$ cat config.mk
export PLATFORM = sky130hd
export DESIGN_NAME = pot_smoothing_soft_takeover
export DESIGN_NICKNAME = d
export VERILOG_FILES = /design/src/sv/pst_pkg.sv /design/src/sv/pst_front.sv /design/src/sv/pst_queue.sv /design/src/sv/pst_back.sv /design/src/sv/pot_smoothing_soft_takeover.sv
export VERILOG_INCLUDE_DIRS = /design/src /design/src/sv
export SDC_FILE = /design/constraint.sdc
export NUM_CORES = 1
export LEC_CHECK = 0
export ABC_AREA = 1
export BUFFER_PORTS_ARGS = -buffer_cell sky130_fd_sc_hd__buf_4
export CORE_MARGIN = 8
export CORE_UTILIZATION = 49
export CTS_BUF_LIST = sky130_fd_sc_hd__clkbuf_8
export CTS_CLUSTER_DIAMETER = 150
export DETAILED_ROUTE_END_ITERATION = 10
export PLACE_DENSITY = 0.74
export SYNTH_ARGS = -nofsm -noshare
export SYNTH_HDL_FRONTEND = slang
export SYNTH_HIERARCHICAL = 1
export SYNTH_SLANG_ARGS = --single-unit
$ cat constraint.sdc
create_clock -name clk_i -period 6.7 [get_ports clk_i]
set_input_delay 0.335 -clock clk_i [delete_from_list [all_inputs] [get_ports clk_i]]
set_output_delay 0.335 -clock clk_i [all_outputs]
set_load 0.05 [all_outputs]
$ cat src/sv/pot_smoothing_soft_takeover_assert.svh
// Assertion macros used by the top-level RTL file
`ifndef POT_SMOOTHING_SOFT_TAKEOVER_ASSERT_SVH
`define POT_SMOOTHING_SOFT_TAKEOVER_ASSERT_SVH

`ifndef ASSERT_OFF
`define PST_ASSERT(label, clk, rst_n, prop) \
  label: assert property (@(posedge clk) disable iff (!rst_n) prop) \
    else $error("pot_smoothing_soft_takeover: assertion failed");
`define PST_ASSERT_ALWAYS(label, clk, prop) \
  label: assert property (@(posedge clk) prop) \
    else $error("pot_smoothing_soft_takeover: assertion failed");
`else
`define PST_ASSERT(label, clk, rst_n, prop)
`define PST_ASSERT_ALWAYS(label, clk, prop)
`endif

`endif

$ cat src/sv/pst_pkg.sv
`default_nettype none

package pst_pkg;

  localparam int unsigned POT_COUNT_DEF = 32;
  localparam int unsigned QUEUE_DEPTH   = 2;

  localparam int unsigned UNLOCK_MIN = 2;
  localparam int unsigned UNLOCK_MAX = 253;

  localparam logic [1:0] MODE_MANUAL = 2'd0;
  localparam logic [1:0] MODE_EDIT   = 2'd1;
  localparam logic [1:0] MODE_PRESET = 2'd2;

  typedef enum logic [1:0] {
    CMD_POT  = 2'd0,
    CMD_VOL  = 2'd1,
    CMD_LOCK = 2'd2,
    CMD_MODE = 2'd3
  } cmd_e;

  typedef enum logic [2:0] {
    OP_POT  = 3'd0,
    OP_VOL  = 3'd1,
    OP_LOCK = 3'd2,
    OP_MODE = 3'd3,
    OP_NOP  = 3'd4
  } op_e;

  typedef struct packed {
    op_e        op;
    logic [4:0] idx;
    logic [9:0] sample;
    logic [7:0] lock_level;
    logic [1:0] new_mode;
  } item_t;

  typedef struct packed {
    logic [4:0] channel;
    logic [9:0] level;
    logic       patch_write;
    logic       unlocked_now;
    logic [1:0] mode_now;
  } result_t;

  typedef struct packed {
    logic full;
    logic empty;
  } queue_status_t;

endpackage

`default_nettype wire

$ cat src/sv/pst_front.sv
`default_nettype none

module pst_front import pst_pkg::*; #(
  parameter int unsigned POT_COUNT = POT_COUNT_DEF
) (
  input  wire logic [1:0]  command_i,
  input  wire logic [4:0]  pot_index_i,
  input  wire logic [9:0]  sample_i,
  input  wire logic [7:0]  lock_level_i,
  input  wire logic [1:0]  new_mode_i,
  output item_t            item_o
);

  logic in_range;

  assign in_range = 32'(pot_index_i) < POT_COUNT;

  always_comb begin
    item_o.idx        = 5'd0;
    item_o.sample     = sample_i;
    item_o.lock_level = lock_level_i;
    item_o.new_mode   = new_mode_i;
    item_o.op         = OP_NOP;
    case (cmd_e'(command_i))
      CMD_POT: begin
        item_o.idx = pot_index_i;
        item_o.op  = in_range ? OP_POT : OP_NOP;
      end
      CMD_VOL: begin
        item_o.op = OP_VOL;
      end
      CMD_LOCK: begin
        item_o.idx = pot_index_i;
        item_o.op  = in_range ? OP_LOCK : OP_NOP;
      end
      CMD_MODE: begin
        item_o.op = (new_mode_i <= MODE_PRESET) ? OP_MODE : OP_NOP;
      end
      default: begin
        item_o.op = OP_NOP;
      end
    endcase
  end

endmodule

`default_nettype wire

$ cat src/sv/pst_queue.sv
`default_nettype none

module pst_queue import pst_pkg::*; (
  input  wire logic    clk_i,
  input  wire logic    rst_ni,
  input  wire logic    push_i,
  input  item_t        push_item_i,
  input  wire logic    pop_i,
  output item_t        pop_item_o,
  output queue_status_t status_o
);

  localparam int unsigned PTR_W = (QUEUE_DEPTH > 1) ? $clog2(QUEUE_DEPTH) : 1;
  localparam int unsigned CNT_W = $clog2(QUEUE_DEPTH + 1);

  item_t              mem_q [QUEUE_DEPTH];
  logic [PTR_W-1:0]   wr_ptr_q, wr_ptr_d;
  logic [PTR_W-1:0]   rd_ptr_q, rd_ptr_d;
  logic [CNT_W-1:0]   count_q, count_d;

  function automatic logic [PTR_W-1:0] ptr_next(logic [PTR_W-1:0] p);
    logic [PTR_W-1:0] r;
    if (32'(p) == QUEUE_DEPTH - 1) r = '0;
    else                            r = p + PTR_W'(1);
    return r;
  endfunction

  always_comb begin
    wr_ptr_d = push_i ? ptr_next(wr_ptr_q) : wr_ptr_q;
    rd_ptr_d = pop_i  ? ptr_next(rd_ptr_q) : rd_ptr_q;
    count_d  = count_q;
    if (push_i && !pop_i) count_d = count_q + CNT_W'(1);
    if (pop_i && !push_i) count_d = count_q - CNT_W'(1);
  end

  always_ff @(posedge clk_i) begin
    if (push_i) mem_q[wr_ptr_q] <= push_item_i;
  end

  always_ff @(posedge clk_i or negedge rst_ni) begin
    if (!rst_ni) begin
      wr_ptr_q <= '0;
      rd_ptr_q <= '0;
      count_q  <= '0;
    end else begin
      wr_ptr_q <= wr_ptr_d;
      rd_ptr_q <= rd_ptr_d;
      count_q  <= count_d;
    end
  end

  assign pop_item_o     = mem_q[rd_ptr_q];
  assign status_o.full  = 32'(count_q) == QUEUE_DEPTH;
  assign status_o.empty = count_q == '0;

endmodule

`default_nettype wire

$ cat src/sv/pst_back.sv
`default_nettype none

module pst_back import pst_pkg::*; #(
  parameter int unsigned POT_COUNT = POT_COUNT_DEF
) (
  input  wire logic clk_i,
  input  wire logic rst_ni,
  input  wire logic item_valid_i,
  input  item_t     item_i,
  output logic      pop_o,
  output logic      res_valid_o,
  input  wire logic res_ready_i,
  output result_t   res_o
);

  localparam int unsigned IDX_W = (POT_COUNT > 1) ? $clog2(POT_COUNT) : 1;

  logic [9:0] pot_level_q    [POT_COUNT];
  logic       pot_locked_q   [POT_COUNT];
  logic [7:0] locked_level_q [POT_COUNT];
  logic [1:0] mode_q, mode_d;
  logic [9:0] volume_q, volume_d;
  logic       res_valid_q;
  result_t    res_q, res_d;

  logic [IDX_W-1:0] addr;
  logic [9:0]       smoothed;
  logic [7:0]       delta;
  logic             unlock_hit;
  logic             clear_lock;

  function automatic logic [9:0] smooth(logic [9:0] level, logic [9:0] raw);
    logic signed [11:0] diff;
    logic signed [11:0] step;
    logic signed [11:0] sum;
    diff = $signed({2'b00, raw}) - $signed({2'b00, level});
    step = diff >>> 2;
    sum  = $signed({2'b00, level}) + step;
    return sum[9:0];
  endfunction

  assign addr       = IDX_W'(item_i.idx);
  assign smoothed   = smooth(pot_level_q[addr], item_i.sample);
  assign delta      = locked_level_q[addr] - smoothed[9:2];
  assign unlock_hit = (delta > 8'(UNLOCK_MIN)) && (delta < 8'(UNLOCK_MAX));
  assign pop_o      = item_valid_i && (!res_valid_q || res_ready_i);

  always_comb begin
    mode_d     = mode_q;
    volume_d   = volume_q;
    clear_lock = 1'b0;
    res_d              = '0;
    res_d.channel      = item_i.idx;
    case (item_i.op)
      OP_POT: begin
        res_d.level = smoothed;
        if (mode_q == MODE_MANUAL || !pot_locked_q[addr]) begin
          res_d.patch_write = 1'b1;
        end else if (unlock_hit) begin
          res_d.patch_write  = 1'b1;
          res_d.unlocked_now = 1'b1;
          clear_lock         = 1'b1;
          mode_d             = MODE_EDIT;
        end
      end
      OP_VOL: begin
        volume_d    = smooth(volume_q, item_i.sample);
        res_d.level = volume_d;
      end
      OP_LOCK: begin
        res_d.level = pot_level_q[addr];
      end
      OP_MODE: begin
        mode_d = item_i.new_mode;
      end
      default: begin
        res_d.level = '0;
      end
    endcase
    res_d.mode_now = mode_d;
  end

  always_ff @(posedge clk_i or negedge rst_ni) begin
    if (!rst_ni) begin
      for (int i = 0; i < POT_COUNT; i++) begin
        pot_level_q[i]    <= '0;
        pot_locked_q[i]   <= 1'b0;
        locked_level_q[i] <= '0;
      end
      mode_q      <= MODE_MANUAL;
      volume_q    <= '0;
      res_valid_q <= 1'b0;
    end else begin
      if (pop_o) begin
        mode_q      <= mode_d;
        volume_q    <= volume_d;
        res_valid_q <= 1'b1;
        if (item_i.op == OP_POT) begin
          pot_level_q[addr] <= smoothed;
          if (clear_lock) pot_locked_q[addr] <= 1'b0;
        end
        if (item_i.op == OP_LOCK) begin
          pot_locked_q[addr]   <= 1'b1;
          locked_level_q[addr] <= item_i.lock_level;
        end
      end else if (res_ready_i) begin
        res_valid_q <= 1'b0;
      end
    end
  end

  always_ff @(posedge clk_i) begin
    if (pop_o) res_q <= res_d;
  end

  assign res_valid_o = res_valid_q;
  assign res_o       = res_q;

endmodule

`default_nettype wire

$ cat src/sv/pot_smoothing_soft_takeover.sv
// Panel potentiometer conditioning with smoothing and soft takeover.
// Input stream: one command per transfer (tuser), operands in tdata.
//   Parameter-pot samples smooth the pot level by a quarter step and write
//   it to the patch unless the pot is locked outside manual mode; a locked
//   pot releases once its level / 4 is 3 or more below or 4 or more above the
//   locked level, and switches to edit. Volume samples smooth the volume
//   level; lock and set-mode commands load pot lock state and the patch mode.
// Output stream: exactly one result transfer per input transfer, in order.
// Path: each item is registered in a queue entry, then its result in the
// output register; throughput one item per cycle while the receiver takes
// results, set by the read-modify-write of the per-pot state in the back end.
// A two-entry queue sits between decode and execution; when the receiver
// stalls the result register holds, the queue fills and tready drops while
// two transfers wait in it. No item is lost or repeated.
// Reset clears all pot levels, locks, locked levels, the volume level and
// sets manual mode; tready is high during and after reset, as the queue is empty.
`default_nettype none

`include "pot_smoothing_soft_takeover_assert.svh"

module pot_smoothing_soft_takeover import pst_pkg::*; #(
  parameter int unsigned POT_COUNT = POT_COUNT_DEF
) (
  input  wire logic        clk_i,
  input  wire logic        rst_ni,
  input  wire logic        s_axis_tvalid_i,
  output logic             s_axis_tready_o,
  // [4:0] pot_index, [14:5] sample, [22:15] lock_level, [24:23] new_mode
  input  wire logic [31:0] s_axis_tdata_i,
  // [1:0] command
  input  wire logic [1:0]  s_axis_tuser_i,
  output logic             m_axis_tvalid_o,
  input  wire logic        m_axis_tready_i,
  // [4:0] channel, [14:5] level, [15] patch_write, [16] unlocked_now,
  // [18:17] mode_now
  output logic [23:0]      m_axis_tdata_o
);

  item_t         front_item;
  item_t         queue_item;
  queue_status_t queue_status;
  logic          push;
  logic          pop;
  result_t       res;

  pst_front #(
    .POT_COUNT (POT_COUNT)
  ) u_front (
    .command_i    (s_axis_tuser_i),
    .pot_index_i  (s_axis_tdata_i[4:0]),
    .sample_i     (s_axis_tdata_i[14:5]),
    .lock_level_i (s_axis_tdata_i[22:15]),
    .new_mode_i   (s_axis_tdata_i[24:23]),
    .item_o       (front_item)
  );

  assign s_axis_tready_o = !queue_status.full;
  assign push            = s_axis_tvalid_i && s_axis_tready_o;

  pst_queue u_queue (
    .clk_i       (clk_i),
    .rst_ni      (rst_ni),
    .push_i      (push),
    .push_item_i (front_item),
    .pop_i       (pop),
    .pop_item_o  (queue_item),
    .status_o    (queue_status)
  );

  pst_back #(
    .POT_COUNT (POT_COUNT)
  ) u_back (
    .clk_i        (clk_i),
    .rst_ni       (rst_ni),
    .item_valid_i (!queue_status.empty),
    .item_i       (queue_item),
    .pop_o        (pop),
    .res_valid_o  (m_axis_tvalid_o),
    .res_ready_i  (m_axis_tready_i),
    .res_o        (res)
  );

  assign m_axis_tdata_o = {5'd0, res.mode_now, res.unlocked_now, res.patch_write,
                           res.level, res.channel};

  `PST_ASSERT(a_unlock_sets_edit, clk_i, rst_ni,
    m_axis_tvalid_o && res.unlocked_now |-> res.patch_write && res.mode_now == MODE_EDIT)
  `PST_ASSERT(a_accept_fills_queue, clk_i, rst_ni,
    push |=> !queue_status.empty)
  `PST_ASSERT(a_queue_drains_to_output, clk_i, rst_ni,
    !queue_status.empty && !m_axis_tvalid_o |=> m_axis_tvalid_o)
  `PST_ASSERT_ALWAYS(a_reset_clears_output, clk_i,
    !rst_ni |-> !m_axis_tvalid_o && queue_status.empty)

endmodule

`default_nettype wire

# Word level (Yosys, flattened, before mapping)
# Memory sizes are Yosys's and may differ from the RTL's.
# Index checks and enable logic that the tools add are counted.
# totals
mem_bits_ro	0
mem_bits_rw	56
inputBits	38
output_inout_bits	26
latchBits	0
mem_count	1
ff_bits	644
word_cells	200
# memory_table
memory	words	word_bits	rd	rd_clocked_by_memory_dff	wr	line_no	rtl
u_queue.mem_q	2	28	1	0	1	pst_queue.sv:16	item_t mem_q [QUEUE_DEPTH];
# op_classes
bitwise_logic	5
mux	41
n_div	0
addsub	9
eq_ne	7
n_mul	0
n_reduce_logical	25
n_lt_le_gt_ge	5
shift	0
# ops
operator	n
320-bit bitwise mux	1
256-bit bitwise mux	1
32-bit 2-to-1 mux	4
10-bit binary-select mux with 5-bit select	1
10-bit demux with 5-bit select	1
8-bit binary-select mux with 5-bit select	1
8-bit demux with 5-bit select	1
32-bit AND	1
32-bit inverter	1
32-bit OR	1
10-bit 2-to-1 mux	3
10-bit case mux with 3 select lines	1
8-bit 2-to-1 mux	3
10-bit by 10-bit subtractor with 11-bit output	2
10-bit by 9-bit adder with 10-bit output	2
1-bit 2-to-1 mux	13
3-bit case mux with 4 select lines	1
2-bit 2-to-1 mux	5
8-bit by 2-bit greater-than comparator with 1-bit output, second input constant	1
8-bit less-than comparator, second input constant	1
8-bit subtractor	1
2-bit equality test, second input constant	3
3-bit by 2-bit equality test with 1-bit output, second input constant	2
6-bit >= comparator, second input constant	1
22 further kinds	40

# Longest topological paths before layout
# Gate-level depths: netlist (run 1).
# An unclocked memory read counts as a cell.
# logic_depth
depth_word	18
ltp_mapped	47
depth_no_buf	43

# Cells and area by module
# The synthesis (run 1) kept the hierarchy.
# by_module_without_submodules
mod	area_each_um2	instances	cells_per_inst	seq_area_each_um2
pst_back	29728.5	1	3441	16110.5
pst_queue	2311.0	1	170	1781.7
pst_front	227.7	1	38	0.0
pot_smoothing_soft_takeover	58.8	1	10	0.0

# Worst setup path after synthesis (run 1)
# No wires, ideal clock.
# synth_timing
path_type	flip-flop to flip-flop
startpoint	register u_queue.rd_ptr_q
endpoint	register u_back/pot_locked_q[11] (netlist name)
setup_time_ps	127
required_ps	6573
arrival_ps	6337
n_path_buf	9
stages_incl_launch_ff	46
period_less_slack_ps	6463
path_slack_ps	237
path_cell_list	dfrtp_1 -> buf_6 -> buf_8 -> nand2_1 -> o21ai_0 -> buf_4 -> nand2_4 -> inv_2 -> buf_6 -> buf_2 -> buf_2 -> clkbuf_1 -> a22oi_1 -> a21oi_1 -> or2_2 -> nor4_2 -> ha_1 -> nand2_1 -> (+10 left out) -> nand2_1 -> a21oi_1 -> xor2_1 -> clkbuf_1 -> ha_1 -> inv_1 -> o21bai_1 -> inv_1 -> nand2_1 -> nor2_1 -> nand3_1 -> nand3_1 -> nand2_1 -> inv_2 -> buf_6 -> nand3b_1 -> nand2_1 -> nand2_1
# synth_rtl
item	line_no	rtl
start, declared	pst_queue.sv:18	logic [PTR_W-1:0] rd_ptr_q, rd_ptr_d;
start signal, assigned	pst_queue.sv:47	rd_ptr_q <= rd_ptr_d;
end signal, assigned by index	pst_back.sv:87	pot_locked_q[i] <= 1'b0;
end signal, assigned by index	pst_back.sv:100	if (clear_lock) pot_locked_q[addr] <= 1'b0;
end signal, assigned by index	pst_back.sv:103	pot_locked_q[addr] <= 1'b1;
end, declared	pst_back.sv:19	logic pot_locked_q [POT_COUNT];

==> flow_summary.yaml, run 1 <==
die:
  fp.dieW_um: 273
  rows: 94
  ioPinCount: 64
  start_util: 0.493
  fp.coreArea_um2: 65500
  fp.dieArea_um2: 74400
  die_y_um: 273
finish:
  fill_cells: 5839
  register_area_um2: 17900
  nets: 3794
  utilization: 0.554
  multi_input_area_um2: 12700
  area_growth_pct: 12.2
  drive_above_1_share: 0.116
routing:
  vias_per_cell: 5.67
  avgRoutedWirePerCell_um: 19.4
  dr.pass1.iters: 6
  drt_iter0_markers: 2968
  vias: 26400
  drc_errors: 0
  detail_route.wirelength_um: 90600
  ant_nets: 0
critical_path:
  critPathArrivalTime_ns: 7.09
  critPathLaunchType: "register"
  critical_path_depth: 36
  crit_slowest_cell: "dfrtp_4"
  critical-path-max-stage-delay_ns: 0.53
  cp.required_ns: 7.34
  crit_top_cell: "nand2_1"
  worstSetupPathType: "register to register"
  cp-end-kind: "register"
  path_buf_inv: 10
  reg2reg_depth: 36
  cp_top_family: "buffers and inverters"
  cp_max_fo: 21
sta:
  min_period_over_period: 0.962
  drv_slew: 0
  final_hold_viol_count: 0
  setup_viol: 0
  finalCriticalPeriod_ns: 6.45
  rsz0062_at_grt: "no"
  skew_ns: 0.0332
  slew_headroom: 0.170
  fmax_mhz: 155
  finalSetupTns_ns: 0
  worstMarginPinSlew_ns: 1.23
synthesis:
  synth_area_per_cell_um2: 8.83
  ys_types: 53
  yosysSeqAreaShare: 0.553
  synthTopCellsByArea: "dfrtp_1 (48%), nand2_1 (14%), o21ai_0 (9.5%), edfxtp_1 (7.0%), a22oi_1 (5.6%)"
  yosysWarnings: 6
  syn_area_um2: 32300
  yosysTopAreaCell: "dfrtp_1"
  synth-seq-cells: 700
  synth_edf_count: 75
  synth_top_cells_by_count: "nand2_1 (1186), dfrtp_1 (625), o21ai_0 (611)"
  async_reset_ff_frac: 0.893
  synth_ff_type: "dfrtp_1"
  synth_top_area_frac: 0.484
  syn_inst: 3659
  yosysMostFrequentCell: "nand2_1"
run_status:
  status: "completed"
cts:
  cts_buffers: 110
  clock_path_buffers: 3
  cts_tree: "built"
  clkSlewWorstSetupHoldPaths_ns: 0.06
  numClockSinks: 700
  htree_levels: 3
  cts-root-buf: "clkbuf_8"
  clk-insertion-delay-late_ns: 0.73
place:
  gp_congestion: 0.867
  hpwl_um: 57300
  port_buffers: 51
global_route:
  grt_pass1_vias: 25000
  grt-ovfl-total: 0
  grt_max_degree: 181
  grt_pass1_wl_um: 143000
  antenna_found_initial: 1
  grt_usage: 0.240
min_path:
  hp-class: "primary input to async pin"
run:
  drv_cap: 0
timing repair:
action                     in CTS  in global routing
hold buffers                   30                  0
pin swaps                       0                  4
gates resized for setup         1                 24
hold endpoints to repair      153                  0
setup endpoints to repair      28                 38
buffers inserted                0                 17
per-stage QoR:
stage / cells / hold slack (ns) / cell area [um2] / setup slack, ns
2_1_floorplan: 3663 / 0.0394 / 32300 / 0.237
3_3_place_gp: 4414 / 0.440 / 33500 / 0.196
3_5_place_dp: 4414 / 0.444 / 33500 / 0.0164
4_1_cts: 4640 / 0.264 / 36000 / 0.0869
5_1_grt: 4658 / 0.309 / 36300 / 0.00186
6_report: 4658 / 0.278 / 36300 / 0.252
path summary, 6_finish.rpt:
kind,startpoint,to,slack [ns]
max reg2reg,u_queue/rd_ptr_q$_DFFE_PN0P_,u_back/pot_locked_q[6]$_DFFE_PN0P_,0.25
min reg2reg,u_back/pot_locked_q[21]$_DFFE_PN0P_,u_back/pot_locked_q[21]$_DFFE_PN0P_,0.48
max,u_queue/rd_ptr_q$_DFFE_PN0P_,u_back/pot_locked_q[6]$_DFFE_PN0P_,0.25
min,rst_ni,u_back/pot_level_q[307]$_DFFE_PN0P_,0.28
min in group clk_i,s_axis_tdata_i[14],u_queue/mem_q[1][19]$_DFFE_PP_,0.34
max in group asynchronous,rst_ni,u_back/locked_level_q[112]$_DFFE_PN0P_,4.92
cell type report:
type / instances / share of cell area
clock buffer: 133 / 0.0505
antenna: 1 / 0.0000690
inverter: 158 / 0.0172
clock inverter: 63 / 0.00987
timing repair buffer: 207 / 0.0488
multi-input combinational: 2532 / 0.350
sequential: 700 / 0.493
tap: 864 / 0.0298
routing by layer:
layer | share of wire | track usage
met5 | 0 | 0
met4 | 0.034 | 0.0898
met3 | 0.080 | 0.0442
met2 | 0.46 | 0.371
met1 | 0.43 | 0.335
logic make-up after synthesis:
kind of cell | after synthesis | synth area share
muxes | 10 | 0.00344
AOI/OAI and AO/OA | 1021 | 0.179
adders and majority gates | 47 | 0.0189
buffers and inverters | 431 | 0.0581
and+or+nand+nor | 1420 | 0.180
xor gates and xnor gates | 29 | 0.00786
DFF | 700 | 0.553
other | 1 | 0.000116
flip-flops by register name, indices dropped and copies added (netlist names):
name / cells
u_back/volume_q: 10
u_queue/count_q: 2
u_queue/mem_q: 56
u_back/pot_locked_q: 32
u_queue/rd_ptr_q: 1
u_back/pot_level_q: 320
u_queue/wr_ptr_q: 1
u_back/res_o: 19
u_back/res_valid_o: 1
u_back/mode_q: 2
u_back/locked_level_q: 256
placed cells by master (no fill, tap or decap), types with 16 or more instances in the layout:
cell	netlist	final
ha_1	44	43
dlygate4sd3_1	0	30
edfxtp_1	75	75
inv_1	145	189
clkbuf_8	0	133
nor2_1	74	70
o21ai_1	14	16
buf_4	33	163
nand3b_1	23	23
dfrtp_1	625	624
a22oi_1	240	240
nand2_1	1186	1185
o21ai_0	611	607
nand3_1	44	44
or2_2	42	42
a21oi_1	133	128
xor2_1	21	19
Power of run 1 is not shown: default switching activity piles up to over one toggle a cycle in this logic, so the estimate is an artifact.
==> run 2: changes to the inputs <==
--- a/config.mk
+++ b/config.mk
@@ -8,6 +8,7 @@
 export LEC_CHECK = 0
 export ABC_AREA = 1
 export BUFFER_PORTS_ARGS = -buffer_cell sky130_fd_sc_hd__buf_4
+export CORE_ASPECT_RATIO = 1.25
 export CORE_MARGIN = 8
 export CORE_UTILIZATION = 49
 export CTS_BUF_LIST = sky130_fd_sc_hd__clkbuf_8
==> run 2 against run 1 <==
Global-route usage decreased by 0.49 points. Register-to-register slack improved by 0.14 ns. Worst setup slack improved by 0.14 ns. Count of clock-buffer cells in the layout grew 7. Sequential share of layout area up 0.53 points. Sequential cell count unchanged. Cell count fell by 1.1%. Design area decreased by 1.1%. Critical path type unchanged.
==> flow_summary.yaml, run 2 (synthesis gave the netlist of run 1 again) <==
run_status:
  status: "completed"
sta:
  setup_viol: 0
  drv_slew: 0
  worstMarginPinSlew_ns: 1.42
  finalCriticalPeriod_ns: 6.31
  skew_ns: 0.0354
  rsz0062_at_grt: "no"
  slew_headroom: 0.0471
  fmax_mhz: 159
  layout_setup_ws_ns: 0.394
  finalSetupTns_ns: 0
  min_period_over_period: 0.941
  final_hold_viol_count: 0
place:
  port_buffers: 51
  gp_congestion: 0.934
  dpl_worst_slack_ns: 0.00373
  hpwl_um: 56200
critical_path:
  crit_slowest_cell: "dfrtp_2"
  critPathLaunchType: "register"
  worstSetupPathType: "register to register"
  crit_top_cell: "nand2_1"
  cp-end-kind: "register"
  critPathArrivalTime_ns: 6.88
  cp_max_fo: 25
  cp.required_ns: 7.27
  critical-path-max-stage-delay_ns: 0.43
cts:
  cts_tree: "built"
  clkSlewWorstSetupHoldPaths_ns: 0.06
  cts_buffers: 110
  htree_levels: 3
  clk-insertion-delay-late_ns: 0.72
  numClockSinks: 700
  cts-root-buf: "clkbuf_8"
  clock_path_buffers: 3
die:
  fp.coreArea_um2: 65400
  fp.dieW_um: 246
  ioPinCount: 64
  start_util: 0.494
  rows: 105
  die_y_um: 303
  fp.dieArea_um2: 74500
routing:
  detail_route.wirelength_um: 88400
  vias: 26100
  ant_nets: 0
  drc_errors: 0
  drt_iter0_markers: 2503
  vias_per_cell: 5.67
  avgRoutedWirePerCell_um: 19.2
  dr.pass1.iters: 6
global_route:
  grt_usage: 0.235
  antenna_found_initial: 1
  grt_pass1_vias: 25500
  grt_pass1_wl_um: 140000
  grt_max_degree: 177
  grt-ovfl-total: 0
finish:
  final_cell_mix: "nand2_1 (1186), dfrtp_1 (624), o21ai_0 (608)"
  reg_top3: "u_back/pot_level_q (320), u_back/locked_level_q (256), u_queue/mem_q (56)"
  layout_commonest_cell: "nand2_1"
  fill_cells: 5842
  nets: 3751
  largest_reg_flops: 320
  drive_above_1_share: 0.103
  top_register: "u_back/pot_level_q"
  area_growth_pct: 11.0
min_path:
  hp-class: "primary input to async pin"
run:
  drv_cap: 0
==> run 2: cell count changes in the layout (fill, tap and decap cells not counted), moves of 3 or more <==
| cell | change |
|---|---|
| buf_4 | -43 |
| bufinv_16 | -3 |
| inv_1 | +3 |
| clkbuf_8 | +7 |
| clkinv_2 | -6 |
==> run 2: worst max-delay path, delay by kind of cell, from the launching register on <==
kind | cells | cell delay [ns]
xor+xnor | 2 | 0.47
flops | 1 | 0.43
fa+ha+maj | 3 | 1.02
simple gates | 17 | 1.77
buf+inv | 8 | 1.15
compound gates | 6 | 1.29
==> run 2: area by class of cell <==
class                   instances  area [um2]  area share
diodes                          1        2.50   0.0000697
clock buffers                 140        1930      0.0537
clock inverters                54         226     0.00631
inverters                     158         614      0.0171
multi-input cells            2532       12700       0.354
flip-flops and latches        700       17900       0.499
well taps                     856        1070      0.0298
repair buffers                163        1440      0.0402
repair inverters                1        7.51    0.000209
==> run 2: worst paths after layout <==
check	slack, ns	depth (start not counted)	from	to
hold / removal	0.21	2	rst_ni	u_back/locked_level_q[39]$_DFFE_PN0P_
min in group clk_i	0.37	2	s_axis_tdata_i[19]	u_queue/mem_q[0][6]$_DFFE_PP_
setup reg to reg	0.39	36	u_queue/rd_ptr_q$_DFFE_PN0P_	u_back/pot_locked_q[3]$_DFFE_PN0P_
max in group asynchronous	4.99	3	rst_ni	u_back/pot_level_q[259]$_DFFE_PN0P_
hold reg to reg	0.48	2	u_back/pot_locked_q[23]$_DFFE_PN0P_	u_back/pot_locked_q[23]$_DFFE_PN0P_
setup / recovery	0.39	36	u_queue/rd_ptr_q$_DFFE_PN0P_	u_back/pot_locked_q[3]$_DFFE_PN0P_
==> run 2: metal layers <==
metal  share of wire  wire (um)  GRT usage  vias up
li1                -          -          -    12200
met1            0.40      35400      0.294    12600
met2            0.49      43100      0.391      995
met3           0.063       5610     0.0342      219
met4           0.048       4240      0.127        0
met5               0          0          0        -
==> run 2: per-stage QoR <==
stage                     instances  area [um2]  hold slack, ns  utilization
after floorplan                3663       32300          0.0394            -
after global placement         4372       33300           0.356        0.508
after detailed placement       4372       33300           0.355        0.508
after CTS                      4596       35700           0.201        0.546
after global routing           4605       35900           0.252        0.548
final                          4605       35900           0.214        0.548
==> run 2: repair_timing <==
item	CTS	global route
setup buffers	0	6
gates resized for setup	1	19
gates cloned	0	2
endpoints found under the setup margin	2	38
pin swaps	0	7
hold buffers	30	0
hold endpoints to repair	130	0
Power of run 2 is left out for the same reason.
